File: src/hdl/sha_pkg.sv
// ----------------------------------------------------------------------------
// sha_pkg: shared types and constants for the SHA-256 stream hasher
// Round constants, initial hash values and controller/datapath signals.
// ----------------------------------------------------------------------------
package sha_pkg;

	localparam logic [7:0] PAD_MARK = 8'h80;

	typedef logic [31:0] word_t;

	function automatic word_t round_k(input logic [5:0] r);
		word_t k [64];
		k = '{
			32'h428a2f98, 32'h71374491, 32'hb5c0fbcf, 32'he9b5dba5,
			32'h3956c25b, 32'h59f111f1, 32'h923f82a4, 32'hab1c5ed5,
			32'hd807aa98, 32'h12835b01, 32'h243185be, 32'h550c7dc3,
			32'h72be5d74, 32'h80deb1fe, 32'h9bdc06a7, 32'hc19bf174,
			32'he49b69c1, 32'hefbe4786, 32'h0fc19dc6, 32'h240ca1cc,
			32'h2de92c6f, 32'h4a7484aa, 32'h5cb0a9dc, 32'h76f988da,
			32'h983e5152, 32'ha831c66d, 32'hb00327c8, 32'hbf597fc7,
			32'hc6e00bf3, 32'hd5a79147, 32'h06ca6351, 32'h14292967,
			32'h27b70a85, 32'h2e1b2138, 32'h4d2c6dfc, 32'h53380d13,
			32'h650a7354, 32'h766a0abb, 32'h81c2c92e, 32'h92722c85,
			32'ha2bfe8a1, 32'ha81a664b, 32'hc24b8b70, 32'hc76c51a3,
			32'hd192e819, 32'hd6990624, 32'hf40e3585, 32'h106aa070,
			32'h19a4c116, 32'h1e376c08, 32'h2748774c, 32'h34b0bcb5,
			32'h391c0cb3, 32'h4ed8aa4a, 32'h5b9cca4f, 32'h682e6ff3,
			32'h748f82ee, 32'h78a5636f, 32'h84c87814, 32'h8cc70208,
			32'h90befffa, 32'ha4506ceb, 32'hbef9a3f7, 32'hc67178f2};
		return k[r];
	endfunction

	function automatic word_t start_h(input logic [2:0] i);
		word_t h [8];
		h = '{32'h6a09e667, 32'hbb67ae85, 32'h3c6ef372, 32'ha54ff53a,
			32'h510e527f, 32'h9b05688c, 32'h1f83d9ab, 32'h5be0cd19};
		return h[i];
	endfunction

	// byte source for a buffer write
	typedef enum logic [1:0] {
		SRC_DATA,
		SRC_MARK,
		SRC_ZERO,
		SRC_LEN
	} byte_src_t;

	typedef struct packed {
		logic      buf_wr;      // write one byte at fill pointer
		byte_src_t src;
		logic [7:0] data;
		logic      fill_inc;    // advance fill pointer
		logic      fill_clr;
		logic      latch_total; // capture bit length
		logic      comp_start;  // begin 64-round compression
		logic      bits_add;    // count one completed block
		logic      restart;     // initial hash, clear bit counter
	} dp_cmd_t;

	typedef struct packed {
		logic [5:0] fill;
		logic       comp_busy;
		logic       comp_done;
	} dp_status_t;

endpackage

File: src/hdl/sha_datapath.sv
// ----------------------------------------------------------------------------
// sha_datapath: schedule window, counters and SHA-256 round unit
// Message bytes pack straight into the 16-word schedule window, big-endian.
// One round runs per cycle, and the schedule slides through the same window.
// ----------------------------------------------------------------------------
module sha_datapath
	import sha_pkg::*;
(
	input  logic       clk,
	input  logic       arst_n,
	input  dp_cmd_t    cmd,
	input  logic [2:0] rd_index,
	output word_t      rd_word,
	output dp_status_t status
);

	logic [5:0]  fill_q;
	logic [63:0] bits_q;
	logic [63:0] total_q;
	word_t       h_q [8];
	word_t       v_q [8];
	word_t       w_q [16];
	logic [5:0]  round_q;
	logic        busy_q;
	logic        done_q;
	logic [2:0]  lenb;
	logic [7:0]  wr_byte;
	word_t       w_new, t1, t2, s0, s1, e, a;

	function automatic word_t rotr(input word_t x, input int n);
		return (x >> n) | (x << (32 - n));
	endfunction

	assign lenb = fill_q[2:0];
	always_comb begin
		unique case (cmd.src)
			SRC_DATA: wr_byte = cmd.data;
			SRC_MARK: wr_byte = PAD_MARK;
			SRC_ZERO: wr_byte = 8'h00;
			SRC_LEN:  wr_byte = total_q[(7 - lenb) * 8 +: 8];
			default:  wr_byte = 8'h00;
		endcase
	end

	always_comb begin
		e  = v_q[4];
		a  = v_q[0];
		s1 = rotr(w_q[14], 17) ^ rotr(w_q[14], 19) ^ (w_q[14] >> 10);
		s0 = rotr(w_q[1], 7) ^ rotr(w_q[1], 18) ^ (w_q[1] >> 3);
		w_new = s1 + w_q[9] + s0 + w_q[0];
		t1 = v_q[7] + (rotr(e, 6) ^ rotr(e, 11) ^ rotr(e, 25)) +
			((e & v_q[5]) ^ (~e & v_q[6])) + round_k(round_q) + w_q[0];
		t2 = (rotr(a, 2) ^ rotr(a, 13) ^ rotr(a, 22)) +
			((a & v_q[1]) ^ (a & v_q[2]) ^ (v_q[1] & v_q[2]));
	end

	always_ff @(posedge clk or negedge arst_n) begin
		if (!arst_n) begin
			fill_q  <= '0;
			bits_q  <= '0;
			total_q <= '0;
			busy_q  <= 1'b0;
			done_q  <= 1'b0;
			round_q <= '0;
			for (int i = 0; i < 8; i++) begin
				h_q[i] <= start_h(3'(i));
				v_q[i] <= '0;
			end
			for (int i = 0; i < 16; i++)
				w_q[i] <= '0;
		end else begin
			done_q <= 1'b0;
			if (cmd.fill_clr)
				fill_q <= '0;
			else if (cmd.fill_inc)
				fill_q <= fill_q + 6'd1;
			if (cmd.latch_total)
				total_q <= bits_q + {55'd0, fill_q, 3'd0};
			if (cmd.bits_add)
				bits_q <= bits_q + 64'd512;
			if (cmd.restart) begin
				bits_q <= '0;
				for (int i = 0; i < 8; i++)
					h_q[i] <= start_h(3'(i));
			end
			// bytes only arrive while the round unit is idle
			if (cmd.buf_wr)
				w_q[fill_q[5:2]][(3 - fill_q[1:0]) * 8 +: 8] <= wr_byte;
			if (cmd.comp_start) begin
				busy_q  <= 1'b1;
				round_q <= '0;
				for (int i = 0; i < 8; i++)
					v_q[i] <= h_q[i];
			end else if (busy_q) begin
				// shift window: w_q[0] is this round's word
				for (int i = 0; i < 15; i++)
					w_q[i] <= w_q[i+1];
				w_q[15] <= w_new;
				v_q[7] <= v_q[6];
				v_q[6] <= v_q[5];
				v_q[5] <= e;
				v_q[4] <= v_q[3] + t1;
				v_q[3] <= v_q[2];
				v_q[2] <= v_q[1];
				v_q[1] <= a;
				v_q[0] <= t1 + t2;
				round_q <= round_q + 6'd1;
				if (round_q == 6'd63) begin
					busy_q <= 1'b0;
					done_q <= 1'b1;
					h_q[0] <= h_q[0] + t1 + t2;
					h_q[1] <= h_q[1] + a;
					h_q[2] <= h_q[2] + v_q[1];
					h_q[3] <= h_q[3] + v_q[2];
					h_q[4] <= h_q[4] + v_q[3] + t1;
					h_q[5] <= h_q[5] + e;
					h_q[6] <= h_q[6] + v_q[5];
					h_q[7] <= h_q[7] + v_q[6];
				end
			end
		end
	end

	assign rd_word = h_q[rd_index];
	assign status  = '{fill: fill_q, comp_busy: busy_q, comp_done: done_q};

endmodule

File: src/hdl/sha_ctrl.sv
// ----------------------------------------------------------------------------
// sha_ctrl: sequencer for byte intake, padding, compression and output
// Pads one byte per cycle, waits out block passes; emits eight digest words.
// ----------------------------------------------------------------------------
module sha_ctrl
	import sha_pkg::*;
(
	input  logic       clk,
	input  logic       arst_n,
	input  logic       in_fire,
	input  logic [7:0] in_byte,
	input  logic       in_bv,
	input  logic       in_last,
	output logic       in_ready,
	input  logic       out_ready,
	output logic       out_valid,
	output logic [2:0] out_index,
	input  dp_status_t status,
	output dp_cmd_t    cmd
);

	typedef enum logic [2:0] {
		S_IDLE, S_WAIT, S_PAD1, S_PADZ, S_PADL, S_OUT
	} state_t;

	state_t     state_q;
	logic       fin_q;    // finish message after running compression
	logic       lenpass_q;// running the final block
	logic       spill_q;  // padding runs on into a second block
	logic [2:0] idx_q;

	assign in_ready  = (state_q == S_IDLE);
	assign out_valid = (state_q == S_OUT);
	assign out_index = idx_q;

	always_comb begin
		cmd = '0;
		cmd.data = in_byte;
		cmd.src  = SRC_DATA;
		unique case (state_q)
			S_IDLE: begin
				if (in_fire && in_bv) begin
					cmd.buf_wr   = 1'b1;
					cmd.fill_inc = (status.fill != 6'd63);
					cmd.fill_clr = (status.fill == 6'd63);
					cmd.comp_start = (status.fill == 6'd63);
					cmd.bits_add = (status.fill == 6'd63);
				end
			end
			S_PAD1: begin
				cmd.buf_wr = 1'b1;
				cmd.src    = SRC_MARK;
				cmd.fill_inc = (status.fill != 6'd63);
				cmd.fill_clr = (status.fill == 6'd63);
				cmd.comp_start = (status.fill == 6'd63);
			end
			S_PADZ: begin
				cmd.buf_wr = 1'b1;
				cmd.src    = SRC_ZERO;
				cmd.fill_inc = (status.fill != 6'd63);
				cmd.fill_clr = (status.fill == 6'd63);
				cmd.comp_start = (status.fill == 6'd63);
			end
			S_PADL: begin
				cmd.buf_wr = 1'b1;
				cmd.src    = SRC_LEN;
				cmd.fill_inc = (status.fill != 6'd63);
				cmd.fill_clr = (status.fill == 6'd63);
				cmd.comp_start = (status.fill == 6'd63);
			end
			S_OUT: cmd.restart = out_ready && (idx_q == 3'd7);
			S_WAIT: cmd.latch_total = !status.comp_busy && fin_q && !lenpass_q && !spill_q;
			default: ;
		endcase
	end

	always_ff @(posedge clk or negedge arst_n) begin
		if (!arst_n) begin
			state_q   <= S_IDLE;
			fin_q     <= 1'b0;
			lenpass_q <= 1'b0;
			spill_q   <= 1'b0;
			idx_q     <= '0;
		end else begin
			unique case (state_q)
				S_IDLE: if (in_fire) begin
					if (in_bv && status.fill == 6'd63) begin
						fin_q   <= in_last;
						state_q <= S_WAIT;
					end else if (in_last) begin
						fin_q   <= 1'b1;
						state_q <= S_WAIT;
					end
				end
				S_WAIT: if (!status.comp_busy && !cmd.comp_start) begin
					if (lenpass_q) begin
						lenpass_q <= 1'b0;
						idx_q     <= '0;
						state_q   <= S_OUT;
					end else if (spill_q) begin
						spill_q <= 1'b0;
						state_q <= S_PADZ;
					end else if (fin_q) begin
						fin_q   <= 1'b0;
						state_q <= S_PAD1;
					end else
						state_q <= S_IDLE;
				end
				S_PAD1: begin
					// total is taken on the cycle before the mark
					if (status.fill == 6'd63)
						state_q <= S_WAIT;
					else if (status.fill == 6'd55)
						state_q <= S_PADL;
					else
						state_q <= S_PADZ;
					if (status.fill == 6'd63)
						spill_q <= 1'b1;
				end
				S_PADZ: begin
					if (status.fill == 6'd63) begin
						spill_q <= 1'b1;
						state_q <= S_WAIT;
					end else if (status.fill == 6'd55)
						state_q <= S_PADL;
				end
				S_PADL: if (status.fill == 6'd63) begin
					lenpass_q <= 1'b1;
					state_q   <= S_WAIT;
				end
				S_OUT: if (out_ready) begin
					idx_q <= idx_q + 3'd1;
					if (idx_q == 3'd7)
						state_q <= S_IDLE;
				end
				default: state_q <= S_IDLE;
			endcase
		end
	end

	assert property (@(posedge clk) disable iff (!arst_n)
		(state_q == S_OUT) |-> !status.comp_busy)
		else $error("digest shown during compression");
	assert property (@(posedge clk) disable iff (!arst_n)
		cmd.comp_start |-> !status.comp_busy)
		else $error("compression restarted while busy");
	assert property (@(posedge clk) disable iff (!arst_n)
		(state_q == S_PADL && status.fill == 6'd63) |=> (state_q == S_WAIT && lenpass_q))
		else $error("final block not tracked");

endmodule

File: src/hdl/sha256_stream_hash.sv
// ----------------------------------------------------------------------------
// sha256_stream_hash: streaming SHA-256 over a byte stream
// A request that fills no block and is not last keeps the input ready; the
// 64th byte of a block starts the round unit, which runs one round per cycle,
// and no further request is taken until it is done. A request marked last
// leads to a step that takes the bit length, then the padding bytes up to the
// block end and a 64-round pass; when fewer than nine bytes are left, the
// padding runs on through a whole second block with its own pass. Eight
// digest words then go out, H0 first.
// ----------------------------------------------------------------------------
module sha256_stream_hash
	import sha_pkg::*;
(
	input  logic        clk,
	input  logic        arst_n,
	input  logic        s_tvalid,
	output logic        s_tready,
	input  logic [15:0] s_tdata,  // [7:0] data_byte, [8] byte_valid, rest zero
	input  logic        s_tlast,  // last
	output logic        m_tvalid,
	input  logic        m_tready,
	output logic [39:0] m_tdata,  // [31:0] digest_word, [34:32] word_index, rest zero
	output logic        m_tlast   // last_word
);

	dp_cmd_t    cmd;
	dp_status_t status;
	logic [2:0] idx;
	word_t      word;

	sha_ctrl u_ctrl (
		.clk, .arst_n,
		.in_fire(s_tvalid && s_tready),
		.in_byte(s_tdata[7:0]),
		.in_bv(s_tdata[8]),
		.in_last(s_tlast),
		.in_ready(s_tready),
		.out_ready(m_tready),
		.out_valid(m_tvalid),
		.out_index(idx),
		.status, .cmd
	);

	sha_datapath u_dp (
		.clk, .arst_n, .cmd,
		.rd_index(idx),
		.rd_word(word),
		.status
	);

	assign m_tdata = {5'd0, idx, word};
	assign m_tlast = (idx == 3'd7);

endmodule

File: config.mk
export PLATFORM = sky130hd
export DESIGN_NAME = sha256_stream_hash
export DESIGN_NICKNAME = d
export VERILOG_FILES = /design/src/hdl/sha_pkg.sv /design/src/hdl/sha_datapath.sv /design/src/hdl/sha_ctrl.sv /design/src/hdl/sha256_stream_hash.sv
export SDC_FILE = /design/constraint.sdc
export NUM_CORES = 2
export LEC_CHECK = 0
export ABC_AREA = 1
export BUFFER_PORTS_ARGS = -buffer_cell sky130_fd_sc_hd__buf_2
export CORE_MARGIN = 5
export CORE_UTILIZATION = 23
export DETAILED_ROUTE_END_ITERATION = 7
export PLACE_DENSITY = 0.46
export SYNTH_ARGS = -nofsm -noshare
export SYNTH_HDL_FRONTEND = slang
export SYNTH_SLANG_ARGS = --single-unit
File: constraint.sdc
create_clock -name clk -period 10.2 [get_ports clk]
set_input_delay 0.51 -clock clk [delete_from_list [all_inputs] [get_ports clk]]
set_output_delay 0.51 -clock clk [all_outputs]
set_load 0.02 [all_outputs]
Word level (Yosys, flattened, before mapping) --
Memories as Yosys holds them, arrays and structs flattened. Index checks and enable logic that the tools add are counted.
Word-level totals: bits in registers 1174, latch bits 0, RAM bits 0, bits in read-only memories 2048, bits of input ports 21, output and inout bits 43, word-level logic and storage cells 230, memories kept 1
Operators by class: add/sub/neg operators 28, multipliers 0, divide/modulo/power cells 0, order comparisons 4, equality and inequality tests 24, shift-type cells 3, muxes and demuxes 69, bitwise operators 30, reduce and logical (&&, ||, !) cells 29
Memories:
- (no name shown) | words 64, width 32, rd ports 1, clocked after Yosys merged registers in 0, wr ports 0, line sha_pkg.sv:30 | return k[r];
Operator list (number):
- 256-bit 2-to-1 mux | 6
- 512-bit 2-to-1 mux | 3
- 32-bit adder | 20
- 512-bit bitwise mux | 1
- 32-bit bitwise XOR | 9
- 32-bit bitwise AND | 5
- 32-bit 2-to-1 mux | 5
- 32-bit demux with 4-bit select | 1
- 64-bit 2-to-1 mux | 2
- 32-bit binary-select mux with 3-bit select | 1
- 64-bit by 10-bit adder with 64-bit output, second input constant | 1
- 64-bit by 9-bit adder with 64-bit output | 1
- 64-bit by 33-bit indexed part select with 8-bit output | 1
- 3-bit 2-to-1 mux | 16
- 32-bit negation with 34-bit output | 1
- 8-bit by 34-bit variable shift with 32-bit output, first input constant | 1
- 8-bit by 34-bit indexed part select with 32-bit output | 1
- 32-bit NOT | 1
- 10-bit by 32-bit bitwise OR with 32-bit output | 1
- 13-bit by 32-bit bitwise OR with 32-bit output | 1
- 14-bit by 32-bit bitwise OR with 32-bit output | 1
- 15-bit by 32-bit bitwise OR with 32-bit output | 1
- 19-bit by 32-bit bitwise OR with 32-bit output | 1
- 21-bit by 32-bit bitwise OR with 32-bit output | 1
- other kinds (47) | 105

Longest topological paths before layout --
depth in word-level cells 12, depth in mapped cells 44, gate-level depth less buffers 43

Modules after synthesis --
A second synthesis with hierarchy kept.
Unflattened totals: cells, all modules 11768, area total of the unflattened synthesis 86782.0 um^2
By module, submodules not included:
- sha_datapath | times used 1, cells each 11630, area an instance 85904.9 um^2, sequential area each 29047.9 um^2
- sha_ctrl | times used 1, cells each 127, area an instance 814.5 um^2, sequential area each 225.2 um^2
- sha256_stream_hash | times used 1, cells each 11, area an instance 62.6 um^2, sequential area each 0.0 um^2

Worst setup path after synthesis --
No wires, ideal clock.
path kind reg-to-reg, from reg u_dp.round_q[0], to reg u_dp.h_q[123] in the netlist's numbering, setup time 117 ps, arrival time 6996 ps, data required time 10083 ps, slack 3087 ps, stages on the path, launching flop included 40, buffers on the path 1, period minus slack after synthesis 7113 ps, cell sequence dfrtp_1 > clkbuf_1 > inv_1 > ha_1 > nand2_1 > inv_1 > nor2_1 > nand2_1 > a21oi_1 > a211oi_1 > a21oi_1 > fa_1 > fa_1 > fa_1 > inv_1 > ha_1 > inv_1 > fa_1 > [4 not listed] > nand2_1 > a21oi_1 > o21ai_0 > xor2_1 > inv_1 > fa_1 > inv_1 > ha_1 > nand2_1 > nor2_1 > inv_1 > nor2_1 > inv_1 > or2_2 > nand4_1 > nand3_1 > nand2_1 > nand2_1
On the way: longest elaborated chain between the ends 10, elaborated cells on any way between the ends 11, those cells by class 3 x add/sub; 1 x eq/ne; 5 x mux; 1 x bitwise; 1 x memory
RTL lines:
- start: declaration | line sha_datapath.sv:23 | logic [5:0] round_q;
- start signal: assignment | line sha_datapath.sv:107 | round_q <= round_q + 6'd1;
- 6-bit NOT with 7-bit output (not written as such) | line sha_pkg.sv:30
- memory read 64 x 32 bit
- 32-bit 2-to-1 mux (not written as such) (2 in series) | line sha_pkg.sv:30
- 32-bit adder (2 in series) | line sha_datapath.sv:52 | ((e & v_q[5]) ^ (~e & v_q[6])) + round_k(round_q) + w_q[0];
- 32-bit adder | line sha_datapath.sv:115 | h_q[4] <= h_q[4] + v_q[3] + t1;
- 256-bit 2-to-1 mux (*) | line sha_datapath.sv:108 | if (round_q == 6'd63) begin
- 256-bit 2-to-1 mux (*) | line sha_datapath.sv:94 | end else if (busy_q) begin
- 256-bit 2-to-1 mux (*) | line sha_datapath.sv:89 | if (cmd.comp_start) begin
- end signal: indexed assignment | line sha_datapath.sv:66 | h_q[i] <= start_h(3'(i));
- end signal: indexed assignment | line sha_datapath.sv:84 | h_q[i] <= start_h(3'(i));
- end: declaration | line sha_datapath.sv:20 | word_t h_q [8];
Mark *: on every way between the ends. The rest lies on a longest branch, timed or not. The select of a mux whose other input is x is not followed. A chain may end at the register's enable or synchronous reset.

Final worst setup path --
from reg u_dp.round_q[0], to reg u_dp.h_q[127] in the netlist's numbering
Same word-level chain as after synthesis.

==> flow_metrics.tcl <==
set metrics [dict create \
    avgSynthCellArea_um2 7.28 \
    num_vias 85400 \
    firstDrtPassIters 6 \
    tritoncts "done" \
    slew_violations 0 \
    path_clk_slew_ns 0.06 \
    cpMaxStageDelayCell "a311oi_1" \
    ys_seq_elements 1162 \
    cpPeakStageDelay_ns 0.63 \
    ant_nets 0 \
    syn_inst 12200 \
    period_needed_ns 9.54 \
    cp_max_fo 13 \
    grt_max_degree 211 \
    rsz0062_at_grt "false" \
    cp_common_cell "inv_1" \
    final-seq-area_mm2 0.0293 \
    netlist_area_mm2 0.0887 \
    drc_errors 0 \
    synth_top_area_share_pct 28.9 \
    hold_class "in2reg" \
    ctsResizeCount 0 \
    maxClockFrequency_ghz 0.105 \
    die_w_um 631 \
    numPortBuffers 51 \
    crit_family "adder cells" \
    arrival_ns 10.25 \
    routedWlPerCell_um 23.8 \
    grt_overflow 0 \
    pin_count 64 \
    cts_sinks 1162 \
    drive_gt1_share_pct 5.99 \
    fin_nets 12700 \
    drt-total-wl_um 410000 \
    syn_to_final_growth_pct 12.1 \
    dieHeight_um 631 \
    start_kind "flop" \
    ys.flop_type "dfrtp_1" \
    synth_edf_count 0 \
    drtIter0Drc 9016 \
    cap_violations 0 \
    synth-seq-area-share_pct 33.0 \
    tns_ns 0 \
    finalHoldViolCount 0 \
    ys_warn_count 0 \
    relSlewSlack_pct 15.8 \
    synth.area.top_cells "dfrtp_1, nand2_1, o21ai_0, a21oi_1, inv_1" \
    end_kind "flop" \
    synthTopCellsByCount "nand2_1, inv_1, o21ai_0" \
    clkLatencyLatePin_ns 0.85 \
    cts_root_buf "clkbuf_16" \
    cts_made_buffers 156 \
    via_per_inst 4.97 \
    fillers 42900 \
    grt_pass1_vias 80800 \
    tightest_slew_ns 1.25 \
    gr-usage-all-layers_pct 19.8 \
    criticalPathCategory "reg2reg" \
    synth.distinct_cells 71 \
    final_cells 17200 \
    start_util_pct 23.0 \
    yosysMostFrequentCell "nand2_1" \
    fin_crit_sh_pct 93.5 \
    post-place-cells 16900 \
    finalClockSkew_ns 0.0442 \
    clk_path_buf_depth 4 \
    grt_pass1_wl_um 588000 \
    status "finished clean" \
    async_flop_share_pct 100 \
    setup_viol 0 \
    hpwlAfterDp_um 311000 \
    cts_max_level 4 \
    required_ns 10.91 \
    antenna_found_initial 21 \
    num_rows 228 \
    core_mm2 0.385 \
    die_area_mm2 0.398 \
    yosys.area.top_type "dfrtp_1" \
    crit_buf_inv 8 \
    post_cts_buffers 0 \
    multi_input_area_mm2 0.0512 \
    place.gp.congestion 0.977 \
]
metrics by stage:
stage | instance area [um^2] | setup slack, ns | util, % | hold slack [ns]
finish | 99500 | 0.661 | 25.8 | 0.0973
global route | 99500 | 0.348 | 25.8 | 0.0707
CTS | 99500 | 0.922 | 25.8 | 0.0347
detailed placement | 94500 | 0.999 | 24.5 | 0.461
global placement | 94500 | 0.859 | 24.5 | 0.452
floorplan | 88800 | 3.09 | - | 0.214
area by class of cell:
type	count	share of cell area (%)
antenna	5	0.0126
clock buffer	225	4.48
clock inverter	43	0.467
inverter	1614	6.12
multi-input combinational	8862	51.4
sequential	1162	29.4
tap	5060	6.36
timing repair buffer	229	1.75
metal layers:
| metal | share of wire [%] | routed length [um] | GRT usage, % | vias up |
|---|---|---|---|---|
| met5 | 0.0027 | 11 | 0 | - |
| met4 | 4.2 | 17300 | 7.24 | 2 |
| met3 | 6.9 | 28400 | 3.08 | 587 |
| met2 | 43 | 176000 | 30.1 | 2909 |
| met1 | 46 | 188000 | 28.3 | 41700 |
| li1 | - | - | - | 40200 |
worst register-to-register path, delay by kind of cell (launching register included):
family / cells / cell delay (ns)
adders and majority gates: 7 / 3.12
and+or+nand+nor: 12 / 1.94
buffers and inverters: 8 / 1.12
AOI/OAI and AO/OA: 10 / 2.62
DFF: 1 / 0.62
state kept, by name (all words and copies together), names as in the netlist, 6 cells and up:
signal        count
u_dp.a           32
u_dp.v_q        192
u_dp.e           32
u_dp.fill_q       6
u_dp.h_q        256
u_dp.w_q        512
u_dp.total_q     61
u_dp.round_q      6
u_dp.bits_q      55
cells in the final DEF, fill, tap and decap left out, types with 20 or more instances in the layout:
cell type and count:
inv_1 1576, o21ai_0 1310, a21oi_1 1186, fa_1 227, o22ai_1 111, buf_2 50
nand4_1 85, buf_4 166, a221oi_1 23, ha_1 429, a21boi_0 43, o21bai_1 56
clkinv_2 23, nand3_1 393, a211oi_1 23, nand2_1 2516, o211ai_1 110, o221ai_1 145
xnor2_1 193, clkbuf_16 158, nor4_1 24, a21o_1 81, dfrtp_1 1022, o21a_1 71
clkbuf_8 25, a22oi_1 125, nor3_1 125, clkbuf_1 42, nor2_2 37, xor2_1 244
or2_2 20, nor2_1 1003, dfstp_2 136, o21ai_1 37, a31oi_1 105, nand3b_1 27
inv_2 23
what timing repair did:
item / 4_1_cts / 5_1_grt
setup endpoints to repair: 0 / 0
hold endpoints to repair: 101 / 0
hold buffers: 2 / 0
final timing paths:
kind	slack [ns]	depth (start not counted)	to	startpoint
worst max-delay path	0.66	37	u_dp.h_q[127]	u_dp.round_q[0]
worst min-delay path	0.1	3	u_ctrl.fin_q	s_tlast
worst max register to register	0.66	37	u_dp.h_q[127]	u_dp.round_q[0]
worst min register to register	0.45	2	u_dp.w_q[450]	u_dp.w_q[418]
max in group asynchronous	7.71	4	u_dp.total_q[25]	arst_n
min in group asynchronous	0.30	2	u_dp.w_q[324]	arst_n
kinds of logic (layout without fill, tap and decap cells):
group / count (synthesis) / count (layout) / share of synthesized area (%)
compound gates: 3473 / 3473 / 22.2
xor+xnor: 438 / 438 / 4.32
fa+ha+maj: 660 / 660 / 11.2
buf+inv: 2171 / 2111 / 9.49
flops: 1162 / 1162 / 33.0
mux: 8 / 8 / 0.102
other cells: 1 / 10 / 0.00423
simple gates: 4278 / 4278 / 19.7
Power is left out: the tool's default activity adds up to more than one toggle a clock period on the data nets, which glitch-free logic cannot reach.
